**config.mk**
```make
export PLATFORM = sky130hd
export DESIGN_NAME = multichannel_solenoid_pulse_timer_flat
export DESIGN_NICKNAME = d
export VERILOG_FILES = /design/src/hw/rtl/mspt_pkg.sv /design/src/hw/rtl/mspt_if.sv /design/src/hw/rtl/multichannel_solenoid_pulse_timer.sv /design/src/flat_wrapper.sv
export SDC_FILE = /design/constraint.sdc
export NUM_CORES = 1
export LEC_CHECK = 0
export ABC_CLOCK_PERIOD_IN_PS = 5000
export BUFFER_PORTS_ARGS = -buffer_cell sky130_fd_sc_hd__buf_4
export CAP_MARGIN = 20
export CORE_ASPECT_RATIO = 0.5
export CORE_MARGIN = 2
export CORE_UTILIZATION = 54
export CTS_CLUSTER_DIAMETER = 120
export CTS_CLUSTER_SIZE = 24
export DETAILED_ROUTE_END_ITERATION = 12
export PLACE_DENSITY = 0.77
export SYNTH_ARGS = -nofsm -noshare
export SYNTH_HDL_FRONTEND = slang
export SYNTH_SLANG_ARGS = --single-unit
export TNS_END_PERCENT = 10
```
**constraint.sdc**
```tcl
create_clock -name i_clk -period 5 [get_ports i_clk]
set_input_delay 1 -clock i_clk [delete_from_list [all_inputs] [get_ports i_clk]]
set_output_delay 1 -clock i_clk [all_outputs]
set_load 0.01 [all_outputs]
```
**src/hw/rtl/mspt_pkg.sv**
```systemverilog
// ----------------------------------------------------------------------------
// mspt_pkg
// Shared types and constants of the multichannel solenoid pulse timer:
// channel count, field widths, operation codes and register map.
// ----------------------------------------------------------------------------
`default_nettype none

package mspt_pkg;

    // Channel count (1 to 4) and fixed field widths
    localparam int NUM_CHANNELS = 4;
    localparam int MASK_W       = 4;
    localparam int CH_W         = 2;
    localparam int OP_W         = 2;
    localparam int WIDTH_W      = 16;

    // Configuration port geometry
    localparam int PDATA_W = 32;
    localparam int PADDR_W = 5;
    localparam int REG_W   = 3;

    // Register reset values
    localparam logic [WIDTH_W-1:0] MIN_WIDTH_RST = 16'd5;
    localparam logic [WIDTH_W-1:0] MAX_WIDTH_RST = 16'd1000;
    localparam logic [WIDTH_W-1:0] DEF_WIDTH_RST = 16'd50;

    typedef logic [WIDTH_W-1:0] t_width;

    typedef enum logic [OP_W-1:0] {
        OP_TICK       = 2'd0,
        OP_FIRE_DEF   = 2'd1,
        OP_FIRE_WIDTH = 2'd2,
        OP_ALL_OFF    = 2'd3
    } t_op;

    typedef enum logic [REG_W-1:0] {
        REG_MIN_WIDTH = 3'd0,
        REG_MAX_WIDTH = 3'd1,
        REG_DEF_CH0   = 3'd2,
        REG_DEF_CH1   = 3'd3,
        REG_DEF_CH2   = 3'd4,
        REG_DEF_CH3   = 3'd5
    } t_reg_idx;

endpackage

`default_nettype wire

```
**src/hw/rtl/mspt_if.sv**
```systemverilog
// ----------------------------------------------------------------------------
// mspt_if
// Valid/ready channels of the pulse timer: the command item channel and the
// drive mask result channel.
// ----------------------------------------------------------------------------
`default_nettype none

interface mspt_cmd_if;
    import mspt_pkg::*;

    logic                valid;
    logic                ready;
    logic [OP_W-1:0]     operation;
    logic [CH_W-1:0]     channel_index;
    logic [WIDTH_W-1:0]  pulse_width;

    modport source (output valid, output operation, output channel_index,
                    output pulse_width, input ready);
    modport sink   (input valid, input operation, input channel_index,
                    input pulse_width, output ready);
endinterface

interface mspt_res_if;
    import mspt_pkg::*;

    logic              valid;
    logic              ready;
    logic [MASK_W-1:0] drive_mask;

    modport source (output valid, output drive_mask, input ready);
    modport sink   (input valid, input drive_mask, output ready);
endinterface

`default_nettype wire

```
**src/hw/rtl/multichannel_solenoid_pulse_timer.sv**
```systemverilog
// An accepted item passes through the input register and then the drive mask
// register before it is offered as a result.
// Throughput: one item per cycle while results are taken; the input and drive mask
// registers form a two-stage pipe that advances whenever the result is free.
// Reset (synchronous, active low) turns all channels off, clears the counters
// and loads the width registers with their defaults.
// ----------------------------------------------------------------------------
// multichannel_solenoid_pulse_timer
// Retriggerable one-shot per solenoid channel: tick counts down active
// channels, fire loads a clamped width, all off drops every channel.
// ----------------------------------------------------------------------------
`default_nettype none

module multichannel_solenoid_pulse_timer
    import mspt_pkg::*;
(
    input  wire logic               i_clk,
    input  wire logic               i_rst_n,
    mspt_cmd_if.sink                i_cmd,
    mspt_res_if.source              o_res,
    input  wire logic               psel,
    input  wire logic               penable,
    input  wire logic               pwrite,
    input  wire logic [PADDR_W-1:0] paddr,
    input  wire logic [PDATA_W-1:0] pwdata,
    output logic      [PDATA_W-1:0] prdata,
    output logic                    pready
);

    // Configuration registers
    t_width r_min_width;
    t_width r_max_width;
    t_width r_def_width [MASK_W];

    // Input stage
    logic             r_in_valid;
    t_op              r_op;
    logic [CH_W-1:0]  r_ch;
    t_width           r_width;

    // Channel state; the drive bits double as the result payload
    t_width              r_rem [MASK_W];
    t_width              n_rem [MASK_W];
    logic [MASK_W-1:0]   r_drive;
    logic [MASK_W-1:0]   n_drive;
    logic                r_out_valid;

    logic      advance;
    logic      cfg_wr;
    t_reg_idx  reg_idx;
    t_width    sel_width;
    t_width    raised_width;
    t_width    clamped_width;

    assign pready  = 1'b1;
    assign cfg_wr  = psel && penable && pwrite;
    assign reg_idx = t_reg_idx'(paddr[PADDR_W-1:2]);

    // Write configuration registers
    always_ff @(posedge i_clk) begin
        if (!i_rst_n) begin
            r_min_width <= MIN_WIDTH_RST;
            r_max_width <= MAX_WIDTH_RST;
            for (int i = 0; i < MASK_W; i++) begin
                r_def_width[i] <= DEF_WIDTH_RST;
            end
        end else if (cfg_wr) begin
            case (reg_idx)
                REG_MIN_WIDTH: r_min_width    <= pwdata[WIDTH_W-1:0];
                REG_MAX_WIDTH: r_max_width    <= pwdata[WIDTH_W-1:0];
                REG_DEF_CH0:   r_def_width[0] <= pwdata[WIDTH_W-1:0];
                REG_DEF_CH1:   r_def_width[1] <= pwdata[WIDTH_W-1:0];
                REG_DEF_CH2:   r_def_width[2] <= pwdata[WIDTH_W-1:0];
                REG_DEF_CH3:   r_def_width[3] <= pwdata[WIDTH_W-1:0];
                default: ;
            endcase
        end
    end

    // Read back configuration registers
    always_comb begin
        prdata = '0;
        case (reg_idx)
            REG_MIN_WIDTH: prdata[WIDTH_W-1:0] = r_min_width;
            REG_MAX_WIDTH: prdata[WIDTH_W-1:0] = r_max_width;
            REG_DEF_CH0:   prdata[WIDTH_W-1:0] = r_def_width[0];
            REG_DEF_CH1:   prdata[WIDTH_W-1:0] = r_def_width[1];
            REG_DEF_CH2:   prdata[WIDTH_W-1:0] = r_def_width[2];
            REG_DEF_CH3:   prdata[WIDTH_W-1:0] = r_def_width[3];
            default: ;
        endcase
    end

    // Pipe control: advance when the result register is free or taken
    assign advance     = !r_out_valid || o_res.ready;
    assign i_cmd.ready = !r_in_valid || advance;

    // Capture the item
    always_ff @(posedge i_clk) begin
        if (!i_rst_n) begin
            r_in_valid <= 1'b0;
        end else if (i_cmd.ready) begin
            r_in_valid <= i_cmd.valid;
        end
    end

    always_ff @(posedge i_clk) begin
        if (i_cmd.valid && i_cmd.ready) begin
            r_op    <= t_op'(i_cmd.operation);
            r_ch    <= i_cmd.channel_index;
            r_width <= i_cmd.pulse_width;
        end
    end

    // Pick the width, raise to the minimum, then lower to the maximum
    always_comb begin
        sel_width     = (r_op == OP_FIRE_DEF) ? r_def_width[r_ch] : r_width;
        raised_width  = (sel_width < r_min_width) ? r_min_width : sel_width;
        clamped_width = (raised_width > r_max_width) ? r_max_width : raised_width;
    end

    // Per-channel next state
    for (genvar g = 0; g < MASK_W; g++) begin : g_ch
        if (g < NUM_CHANNELS) begin : g_act
            always_comb begin
                n_rem[g]   = r_rem[g];
                n_drive[g] = r_drive[g];
                case (r_op)
                    OP_TICK: begin
                        if (r_drive[g]) begin
                            if (r_rem[g] <= t_width'(1)) begin
                                n_rem[g]   = '0;
                                n_drive[g] = 1'b0;
                            end else begin
                                n_rem[g] = r_rem[g] - t_width'(1);
                            end
                        end
                    end
                    OP_FIRE_DEF, OP_FIRE_WIDTH: begin
                        if (r_ch == CH_W'(g)) begin
                            n_rem[g]   = clamped_width;
                            n_drive[g] = 1'b1;
                        end
                    end
                    OP_ALL_OFF: begin
                        n_rem[g]   = '0;
                        n_drive[g] = 1'b0;
                    end
                    default: ;
                endcase
            end
        end else begin : g_off
            // Hold channels beyond the channel count off
            assign n_rem[g]   = '0;
            assign n_drive[g] = 1'b0;
        end
    end

    // Update channel state and the result as the item leaves the input stage
    always_ff @(posedge i_clk) begin
        if (!i_rst_n) begin
            r_out_valid <= 1'b0;
            r_drive     <= '0;
            for (int i = 0; i < MASK_W; i++) begin
                r_rem[i] <= '0;
            end
        end else if (advance) begin
            r_out_valid <= r_in_valid;
            if (r_in_valid) begin
                r_drive <= n_drive;
                for (int i = 0; i < MASK_W; i++) begin
                    r_rem[i] <= n_rem[i];
                end
            end
        end
    end

    assign o_res.valid      = r_out_valid;
    assign o_res.drive_mask = r_drive;

endmodule

`default_nettype wire
```
**src/flat_wrapper.sv**
```systemverilog
// flat-port wrapper written by rule: the top's interface ports become plain ports
module multichannel_solenoid_pulse_timer_flat import mspt_pkg::*;
  (i_clk, i_rst_n, psel, penable, pwrite, paddr, pwdata, prdata, pready, i_cmd_valid, i_cmd_operation, i_cmd_channel_index, i_cmd_pulse_width, i_cmd_ready, o_res_valid, o_res_drive_mask, o_res_ready);
  mspt_cmd_if i_cmd_i ();
  mspt_res_if o_res_i ();
  input  wire logic i_clk;
  input  wire logic i_rst_n;
  input  wire logic psel;
  input  wire logic penable;
  input  wire logic pwrite;
  input  wire logic [PADDR_W-1:0] paddr;
  input  wire logic [PDATA_W-1:0] pwdata;
  output logic      [PDATA_W-1:0] prdata;
  output logic pready;
  input wire logic [$bits(i_cmd_i.valid)-1:0] i_cmd_valid;
  input wire logic [$bits(i_cmd_i.operation)-1:0] i_cmd_operation;
  input wire logic [$bits(i_cmd_i.channel_index)-1:0] i_cmd_channel_index;
  input wire logic [$bits(i_cmd_i.pulse_width)-1:0] i_cmd_pulse_width;
  output wire logic [$bits(i_cmd_i.ready)-1:0] i_cmd_ready;
  output wire logic [$bits(o_res_i.valid)-1:0] o_res_valid;
  output wire logic [$bits(o_res_i.drive_mask)-1:0] o_res_drive_mask;
  input wire logic [$bits(o_res_i.ready)-1:0] o_res_ready;
  assign i_cmd_i.valid = i_cmd_valid;
  assign i_cmd_i.operation = i_cmd_operation;
  assign i_cmd_i.channel_index = i_cmd_channel_index;
  assign i_cmd_i.pulse_width = i_cmd_pulse_width;
  assign i_cmd_ready = i_cmd_i.ready;
  assign o_res_valid = o_res_i.valid;
  assign o_res_drive_mask = o_res_i.drive_mask;
  assign o_res_i.ready = o_res_ready;
  multichannel_solenoid_pulse_timer u_core (.i_clk(i_clk), .i_rst_n(i_rst_n), .i_cmd(i_cmd_i), .o_res(o_res_i), .psel(psel), .penable(penable), .pwrite(pwrite), .paddr(paddr), .pwdata(pwdata), .prdata(prdata), .pready(pready));
endmodule
```
==> results of run 1 <==
timing repair:
action                                  CTS  global route
cloned                                    1             5
pin swaps                                 0            12
setup buffers                             0            12
gates resized for setup                  11            76
endpoints found under the setup margin   64            64
worst min path at each step:
stage / from / to / slack (ns)
2_1_floorplan: u_core.r_min_width[15]$_SDFFE_PN0P_ / u_core.r_min_width[15]$_SDFFE_PN0P_ / 0.47
3_3_place_gp: u_core.r_min_width[8]$_SDFFE_PN0P_ / u_core.r_min_width[8]$_SDFFE_PN0P_ / 0.49
3_5_place_dp: u_core.r_min_width[8]$_SDFFE_PN0P_ / u_core.r_min_width[8]$_SDFFE_PN0P_ / 0.49
4_1_cts: u_core.r_min_width[8]$_SDFFE_PN0P_ / u_core.r_min_width[8]$_SDFFE_PN0P_ / 0.52
5_1_grt: u_core.r_min_width[0]$_SDFFE_PN1P_ / u_core.r_min_width[0]$_SDFFE_PN1P_ / 0.56
6_report: u_core.r_min_width[0]$_SDFFE_PN1P_ / u_core.r_min_width[0]$_SDFFE_PN1P_ / 0.52
registers in the layout, indices dropped and copies added, names as in the netlist, 2 cells and up, named ones only:
signal and count:
u_core.r_def_width 64, u_core.r_rem 64, u_core.r_max_width 16, u_core.r_min_width 16, u_core.r_width 16, u_core.o_res.drive_mask 4
u_core.r_ch 2, u_core.r_op 2
cell families after synthesis:
logic type | share of synthesized area [%]
muxes | 6.758
xor gates and xnor gates | 3.888
and+or+nand+nor | 16.08
AOI/OAI and AO/OA | 14.67
other | 0.06945
DFF | 48.51
adders and majority gates | 4.744
buffers and inverters | 5.276
layout by cell type (no fill, tap or decap), drive strengths merged, types with 17 or more instances in the layout:
cell	synthesis	layout
edfxtp	148	148
buf	25	121
nand2	95	95
inv	62	65
and2	58	58
a22oi	49	49
o221ai	46	46
nand3	45	45
ha	41	41
dfxtp	40	40
nor2	39	39
xnor2	35	35
o211ai	28	28
a21boi	27	27
o21ai	26	26
clkbuf	43	23
nor3	22	22
mux2i	19	19
mux2	18	18
conb	2	17
through the flow:
| stage | hold WS (ns) | util, % | setup TNS, ns | power, W | worst slack [ns] |
|---|---|---|---|---|---|
| floorplan | 0.4687 | - | 0 | 0.002250 | 0.002451 |
| global placement | 0.4857 | 60.08 | -1.175 | 0.002451 | -0.06827 |
| detailed placement | 0.4908 | 60.08 | -11.42 | 0.002477 | -0.2393 |
| CTS | 0.5204 | 63.25 | 0 | 0.003763 | 0.01760 |
| global route | 0.5587 | 66.60 | -5.492 | 0.003995 | -0.1130 |
| finish | 0.5235 | 66.60 | -0.003820 | 0.003881 | -0.003820 |
layer usage:
| layer | part of all wire, % | vias up |
|---|---|---|
| met4 | 2.3 | 0 |
| met1 | 38 | 4300 |
| met2 | 48 | 544 |
| met5 | 0 | - |
| met3 | 11 | 63 |
| li1 | - | 3933 |
final cells by class:
| type | count | area, µm² |
|---|---|---|
| clock inverters | 12 | 115.1 |
| well taps | 266 | 332.8 |
| fillers | 1382 | 6530 |
| multi-input cells | 707 | 5558 |
| inverters | 62 | 232.7 |
| clock buffers | 20 | 436.7 |
| flip-flops and latches | 188 | 5250 |
| repair buffers | 124 | 1094 |
power by group through the flow:
stage               registers (W)  clock network [W]  logic (W)
detailed placement        0.00188                  0   0.000600
global route              0.00186            0.00137   0.000767
floorplan                 0.00186                  0   0.000394
finish                    0.00185            0.00131   0.000723
global placement          0.00187                  0   0.000580
CTS                       0.00184            0.00131   0.000613
worst max-delay path, stage by stage (launching register included):
cell and delay, ns:
dfxtp_2 0.34, buf_12 0.14, buf_12 0.13, mux4_2 0.49
mux2_4 0.30, ha_4 0.28, nand2_4 0.05, nor4_4 0.31
o211ai_1 0.15, o211ai_2 0.24, buf_6 0.21, mux2i_4 0.29
inv_2 0.08, ha_4 0.27, nand4_1 0.23, a2111o_1 0.46
nand4_1 0.13, a21o_4 0.25, buf_6 0.20, o221ai_1 0.12
==> results.txt, run 1 <==
final wirelength -> 30940 µm
Root Buffer -> clkbuf_16
Final Wtd Congestion -> 0.8895
reg2reg end -> u_core.r_rem[0][2]$_SDFFCE_PN0P_
first-pass GRT wire length -> 45430 µm
peak supply drop -> 0.2256 mV
area of the core -> 19550 µm²
synthesized area per cell -> 10.71 µm²
Net Switching -> 0.001093 W
GRT Total Usage -> 27.68%
Critical Path Sink -> u_core.r_rem[0][2]$_SDFFCE_PN0P_
Mapped Cells -> 1010
Netlist cell types -> 57
#FFs+latches synth -> 188
clk_lat worst skew -> 0.44 ns
CTS max path bufs -> 2
WP data required -> 5.14 ns
Synth top area share -> 41.10%
final hold violation count -> 0
vias in the first global route -> 8338
cts bufs inserted -> 17
chip width -> 204.1 µm
Die Area -> 21240 µm²
Synth async-reset ratio -> 0%
CP Max Fanout -> 8
met3 usage -> 5.482%
Post-CTS Hold Buffers -> 0
post-layout min period -> 5.004 ns
failing checks -> negative setup slack
fin worst setup slack -> -0.003820 ns
top post-synthesis cells by count -> edfxtp_1, nand2_1, inv_1, and2_1, a22oi_1
critical path class -> flop to flop
dpl hpwl -> 20580 µm
status -> finished, violations left
Hold Path Depth -> 2
nets -> 1205
global route overflow -> 0
DRC violations left -> 0
largest net degree at the start of global routing -> 50
transition time of the tightest slew-check pin -> 1.139 ns
TritonRoute pass-1 iters -> 5
Crit path arrival time -> 5.15 ns
DP Cell Count -> 1329
antenna violations before repair -> 0
share of layout cells above drive strength 1 -> 23.90%
# IOs -> 103
Antenna Cells -> 0
Clk network pwr share -> 33.7%
met2 Track Usage GR -> 45.18%
final instance area -> 13020 µm²
post-synth top area cell -> edfxtp_1
PortBufs -> 67
CTS tree -> done
Starting Density -> 55.31%
type of the tightest min-delay check -> flop to flop
Power Density -> 298.1 nW/µm²
Seq/Total Area, Yosys -> 48.51%
fin cells -> 1379
relative slew slack -> 23.80%
Max Slew Vio Count -> 0
DRT antenna net count -> 0
Setup violations, final -> 1
Top FF cell, synth -> edfxtp_1
Reg clk slew, reported paths -> 0.07 ns
Max Cap Viol -> 0
cells on worst reg2reg path -> 19
largest cells by area after synthesis -> edfxtp_1, dfxtp_1, ha_1, o221ai_1, a22oi_1
Setup Skew -> 0.01013 ns
EDFF count, synth -> 148
Reg2Reg Setup Slack -> -0.004 ns
CTS sink count -> 188
Reg power frac -> 47.6%
most frequent cell after synthesis -> edfxtp_1
Area Overhead vs Synth -> 20.40%
grt met1 use -> 37.38%
1st-iter DRT viols -> 1033
Leakage -> 4.682 nW
die height -> 104.1 µm
fmax -> 199.8 MHz
vias per cell -> 6.410
internal power -> 0.002787 W
drt wl/cell -> 22.44 µm
RSZ-0062 raised after global routing -> true
Final period util -> 100.1%
crit end category -> flop
Post-DP Area -> 11750 µm²
placement row count -> 36
H-tree depth -> 4
Sw Ratio -> 28.17%
Synthesis Warnings -> 0
detailed-route via count -> 8840
Startpoint Class -> flop
Mapped Area -> 10810 µm²
combinational share of power -> 18.6%
Top Usage Layer GRT -> met2
(Power assumes the default switching activity.)
==> run 2, diff against run 1 <==
Settings changed: BUFFER_PORTS_ARGS -buffer_cell sky130_fd_sc_hd__buf_4 to unset, CORE_UTILIZATION 54 to 58, DONT_BUFFER_PORTS set to 1, PLACE_DENSITY 0.77 to 0.76.
==> run 2 against run 1 <==
Effect of this change:
- the flow still finishes with violations (negative setup slack)
- wire length fell by 0.89%
- die area down 6.7%
- sequential power barely moved
- first-iteration DRC count grew 5.7%
- critical path depth is 3 higher
- fmax is 6.1% lower
- count of clock-buffer cells in the layout down 1
- sequential share of layout area grew 0.87 points
- core utilization grew 2.8 points
- setup slack lost 0.33 ns
- register-to-register slack worse by 0.33 ns
==> results.txt, run 2 (synthesis results as in run 1) <==
transition time of the tightest slew-check pin -> 1.336 ns
Max Slew Vio Count -> 0
area of the core -> 18350 µm²
CTS max path bufs -> 2
DRC violations left -> 0
fin worst setup slack -> -0.3305 ns
Final Wtd Congestion -> 0.8969
Top Usage Layer GRT -> met2
placement row count -> 35
vias in the first global route -> 7993
chip width -> 197.1 µm
met2 Track Usage GR -> 48.17%
GRT Total Usage -> 28.93%
detailed-route via count -> 8653
post-layout min period -> 5.330 ns
Largest stage delay, worst path -> 0.53 ns
largest net degree at the start of global routing -> 51
Area Overhead vs Synth -> 17.79%
CP top delay family -> compound AO/OA/AOI/OAI gates
final hold violation count -> 0
fmax -> 187.6 MHz
Root Buffer -> clkbuf_16
commonest cells after routing, fill and taps aside -> edfxtp_1, nand2_1, inv_1
final instance area -> 12740 µm²
Final period util -> 106.6%
grt met1 use -> 38.10%
Crit path arrival time -> 5.50 ns
fin cells -> 1295
TritonRoute pass-1 iters -> 6
met3 usage -> 6.725%
most frequent CP cell -> buf_12
antenna violations before repair -> 0
combinational share of power -> 18.2%
relative slew slack -> 10.61%
Crit path buffers/inverters -> 7
cts bufs inserted -> 17
internal power -> 0.002755 W
Antenna Cells -> 0
type of the tightest min-delay check -> flop to flop
global route overflow -> 0
Critical Path, Cell by Cell -> buf_12 -> buf_12 -> buf_12 -> mux4_2 -> mux2_4 -> ha_1 -> nand4_1 -> a21oi_1 -> o211ai_1 -> o211ai_2 -> buf_12 -> mux2i_4 -> inv_1 -> ha_1 -> buf_4 -> a21oi_1 -> nand2_1 -> a21oi_2 -> nand4_1 -> buf_2 -> nand3_2 -> o221ai_1
CP max-delay cell -> mux4_2
peak supply drop -> 0.2184 mV
largest registers -> u_core.r_def_width: 64 flops, u_core.r_rem: 64 flops
Setup Skew -> 0.01457 ns
Sw Ratio -> 29.08%
die height -> 100.6 µm
crit end category -> flop
drt wl/cell -> 23.68 µm
share of layout cells above drive strength 1 -> 21.42%
clk_lat worst skew -> 0.44 ns
status -> finished, violations left
CTS tree -> done
Net Switching -> 0.001129 W
hold_sp -> u_core.r_min_width[3]$_SDFFE_PN0P_
DP Cell Count -> 1239
dpl hpwl -> 19960 µm
final wirelength -> 30670 µm
Power Density -> 305.0 nW/µm²
Die Area -> 19820 µm²
failing checks -> negative setup slack
Clk network pwr share -> 34.2%
CTS sink count -> 188
vias per cell -> 6.682
Max Cap Viol -> 0
H-tree depth -> 4
Startpoint Class -> flop
nets -> 1147
WP data required -> 5.17 ns
1st-iter DRT viols -> 1092
Reg clk slew, reported paths -> 0.08 ns
critical path class -> flop to flop
RSZ-0062 raised after global routing -> true
CP Max Fanout -> 8
Setup violations, final -> 64
Leakage -> 4.456 nW
Reg power frac -> 47.6%
PortBufs -> 0
Post-DP Area -> 11270 µm²
Starting Density -> 58.93%
first-pass GRT wire length -> 43330 µm
DRT antenna net count -> 0
Hold Slack -> 0.5409 ns
Post-CTS Hold Buffers -> 0
# IOs -> 103
most common cell after layout, fill and taps aside -> edfxtp_1
run 2: final cells by class:
cell class                      count  area (µm²)
Multi-Input combinational cell    707        5703
Fill cell                        1171        5613
Sequential cell                   188        5246
Timing Repair Buffer               66       689.4
Clock buffer                       19       442.9
Tap cell                          240       300.3
Inverter                           62       232.7
Clock inverter                     13       121.4
run 2: path summary, 6_finish.rpt:
path | endpoint | slack [ns] | depth (start not counted)
worst min register to register | u_core.r_min_width[3]$_SDFFE_PN0P_ | 0.54 | 2
worst max-delay path | u_core.r_rem[1][12]$_SDFFCE_PN0P_ | -0.33 | 22
worst max register to register | u_core.r_rem[1][12]$_SDFFCE_PN0P_ | -0.33 | 22
worst min-delay path | u_core.r_min_width[3]$_SDFFE_PN0P_ | 0.54 | 2
run 2: layer usage:
metal / part of all wire (%) / wire length, µm / vias to the layer above
met1: 38 / 11630 / 4166
met3: 12 / 3587 / 97
li1: - / - / 3824
met5: 0 / 0 / -
met2: 47 / 14490 / 566
met4: 3.1 / 959 / 0
run 2: power by group through the flow:
stage          Sequential, W  Clock (W)  Combinational [W]
2_1_floorplan        0.00186          0           0.000394
3_3_place_gp         0.00187          0           0.000529
3_5_place_dp         0.00188          0           0.000545
4_1_cts              0.00184    0.00132           0.000555
5_1_grt              0.00185    0.00139           0.000751
6_report             0.00185    0.00133           0.000708
run 2: what timing repair did:
item / 4_1_cts / 5_1_grt
cloned: 0 / 8
pin swaps: 0 / 17
hold endpoints to repair: 0 / 0
setup buffers: 0 / 16
resized for setup: 6 / 99
endpoints found under the setup margin: 64 / 64
run 2: tightest hold or removal path: stages, from the launching register on:
cell      delay [ns]
dfxtp_1         0.35
nand2_1         0.07
a21boi_0        0.07
run 2: stage by stage:
step	utilization [%]	setup slack [ns]	total power (W)	TNS [ns]
floorplan	-	0.002451	0.002250	0
finish	69.41	-0.3305	0.003884	-18.04
global route	69.41	-0.4202	0.003996	-22.34
detailed placement	61.43	-0.2213	0.002420	-10.48
CTS	64.66	0.02134	0.003720	0
global placement	61.43	-0.1132	0.002399	-4.251
==> run 3, diff against run 2 <==
Settings changed: CTS_BUF_LIST set to sky130_fd_sc_hd__clkbuf_16.
==> run 3 against run 2 <==
Effect of this change:
- the flow still finishes with violations (negative setup slack)
- critical path depth did not move
- power fell by 0.89%
- sequential power barely moved
- core utilization fell by 0.76 points
- flip-flop and latch count did not move
- wire length fell by 1.9%
- register-to-register slack improved by 0.14 ns
- sequential share of layout area rose by 0.45 points
- combinational power fell by 3%
- critical endpoint is now u_core.r_rem[1][4]$_SDFFCE_PN0P_
==> results.txt, run 3 (synthesis results as in run 1) <==
vias in the first global route -> 7977
status -> finished, violations left
DRC violations left -> 0
TritonRoute pass-1 iters -> 6
Reg clk slew, reported paths -> 0.07 ns
dpl hpwl -> 19960 µm
CP Max Fanout -> 25
Hold Slack -> 0.5351 ns
critical path class -> flop to flop
routed metal-1 wire length -> 11860 µm
1st-iter DRT viols -> 1166
clk_lat worst skew -> 0.44 ns
DRT antenna net count -> 0
failing checks -> negative setup slack
Antenna Cells -> 0
share of layout cells above drive strength 1 -> 20.02%
GRT Total Usage -> 28.95%
Reg2Reg Setup Slack -> -0.19 ns
Area Overhead vs Synth -> 16.50%
final wirelength -> 30080 µm
first-pass GRT wire length -> 43300 µm
Die Area -> 19820 µm²
peak supply drop -> 0.2173 mV
met3 routed wirelength -> 3020 µm
crit end category -> flop
Leakage -> 4.425 nW
most common cell after layout, fill and taps aside -> edfxtp_1
relative slew slack -> 20.08%
Setup violations, final -> 64
total power -> 0.003849 W
Power Density -> 305.6 nW/µm²
pre-CTS setup slack -> -0.2213 ns
Startpoint Class -> flop
Max Slew Vio Count -> 0
final hold violation count -> 0
chip width -> 197.1 µm
type of the tightest min-delay check -> flop to flop
detailed-route via count -> 8548
drt wl/cell -> 23.25 µm
H-tree depth -> 4
vias per cell -> 6.606
largest net degree at the start of global routing -> 51
Final period util -> 103.9%
die height -> 100.6 µm
area of the core -> 18350 µm²
Starting Density -> 58.93%
post-layout min period -> 5.193 ns
DP Cell Count -> 1239
CTS sink count -> 188
global route overflow -> 0
nets -> 1146
transition time of the tightest slew-check pin -> 1.195 ns
Root Buffer -> clkbuf_16
cts bufs inserted -> 17
Final Wtd Congestion -> 0.8969
top layer in use -> met4
antenna violations before repair -> 0
placement row count -> 35
Crit path arrival time -> 5.36 ns
CTS max path bufs -> 2
Setup Skew -> 0.01561 ns
largest registers -> u_core.r_def_width: 64 flops, u_core.r_rem: 64 flops
fmax -> 192.6 MHz
fin worst setup slack -> -0.1927 ns
fin cells -> 1294
RSZ-0062 raised after global routing -> true
metal2 WL -> 14330 µm
# IOs -> 103
CTS tree -> done
commonest cells after routing, fill and taps aside -> edfxtp_1, nand2_1, inv_1
PortBufs -> 0
WP data required -> 5.17 ns
Max Cap Viol -> 0
run 3: report_power, final:
part | internal [W] | switching (W) | total [W]
registers | 0.00178 | 0.0000714 | 0.00185
clock network | 0.000656 | 0.000657 | 0.00131
logic | 0.000304 | 0.000386 | 0.000690
total | 0.00274 | 0.00111 | 0.00385
run 3: worst paths after layout:
path                                                    startpoint                                  to  cells after the start
worst max register to register                                flop    u_core.r_rem[1][4]$_SDFFCE_PN0P_                     22
worst max-delay path                                          flop    u_core.r_rem[1][4]$_SDFFCE_PN0P_                     22
worst min register to register  u_core.r_min_width[4]$_SDFFE_PN0P_  u_core.r_min_width[4]$_SDFFE_PN0P_                      2
worst min-delay path            u_core.r_min_width[4]$_SDFFE_PN0P_  u_core.r_min_width[4]$_SDFFE_PN0P_                      2
run 3: what timing repair did:
action	4_1_cts	5_1_grt
pin swaps	0	9
hold buffers	0	0
setup buffers	0	18
endpoints found under the setup margin	64	64
cloned	0	5
resized for setup	6	88
run 3: critical path: stages, from the launching register on:
cell and delay (ns):
dfxtp_2 0.36, buf_12 0.14, buf_12 0.14, buf_8 0.12, mux4_2 0.53, mux2_4 0.30, ha_4 0.27, nand4_1 0.12
a21oi_1 0.15, o211ai_1 0.14, o211ai_2 0.34, buf_12 0.19, mux2i_2 0.29, inv_1 0.09, ha_1 0.32, nand4_1 0.18
buf_4 0.20, nor2_1 0.17, nand2_1 0.08, nand4_1 0.17, a21o_4 0.23, clkbuf_16 0.22, o221ai_1 0.12
run 3: per-layer routing:
layer  GRT usage [%]  vias to the layer above
met1           38.04                     4166
li1                -                     3821
met5               0                        -
met2           48.25                      474
met3           6.925                       87
met4           8.849                        0
run 3: cell type report:
type                            instances  area [µm²]
Fill cell                            1205        5752
Multi-Input combinational cell        708        5607
Sequential cell                       188        5246
Timing Repair Buffer                   64       656.9
Clock buffer                           17       425.4
Tap cell                              240       300.3
Inverter                               62       232.7
Clock inverter                         15       128.9
run 3: metrics by stage:
stage | util [%] | area (µm²) | TNS [ns]
floorplan | - | 10980 | 0
global placement | 61.43 | 11270 | -4.251
detailed placement | 61.43 | 11270 | -10.48
CTS | 64.61 | 11860 | 0
global route | 68.65 | 12600 | -15.78
finish | 68.65 | 12600 | -9.220
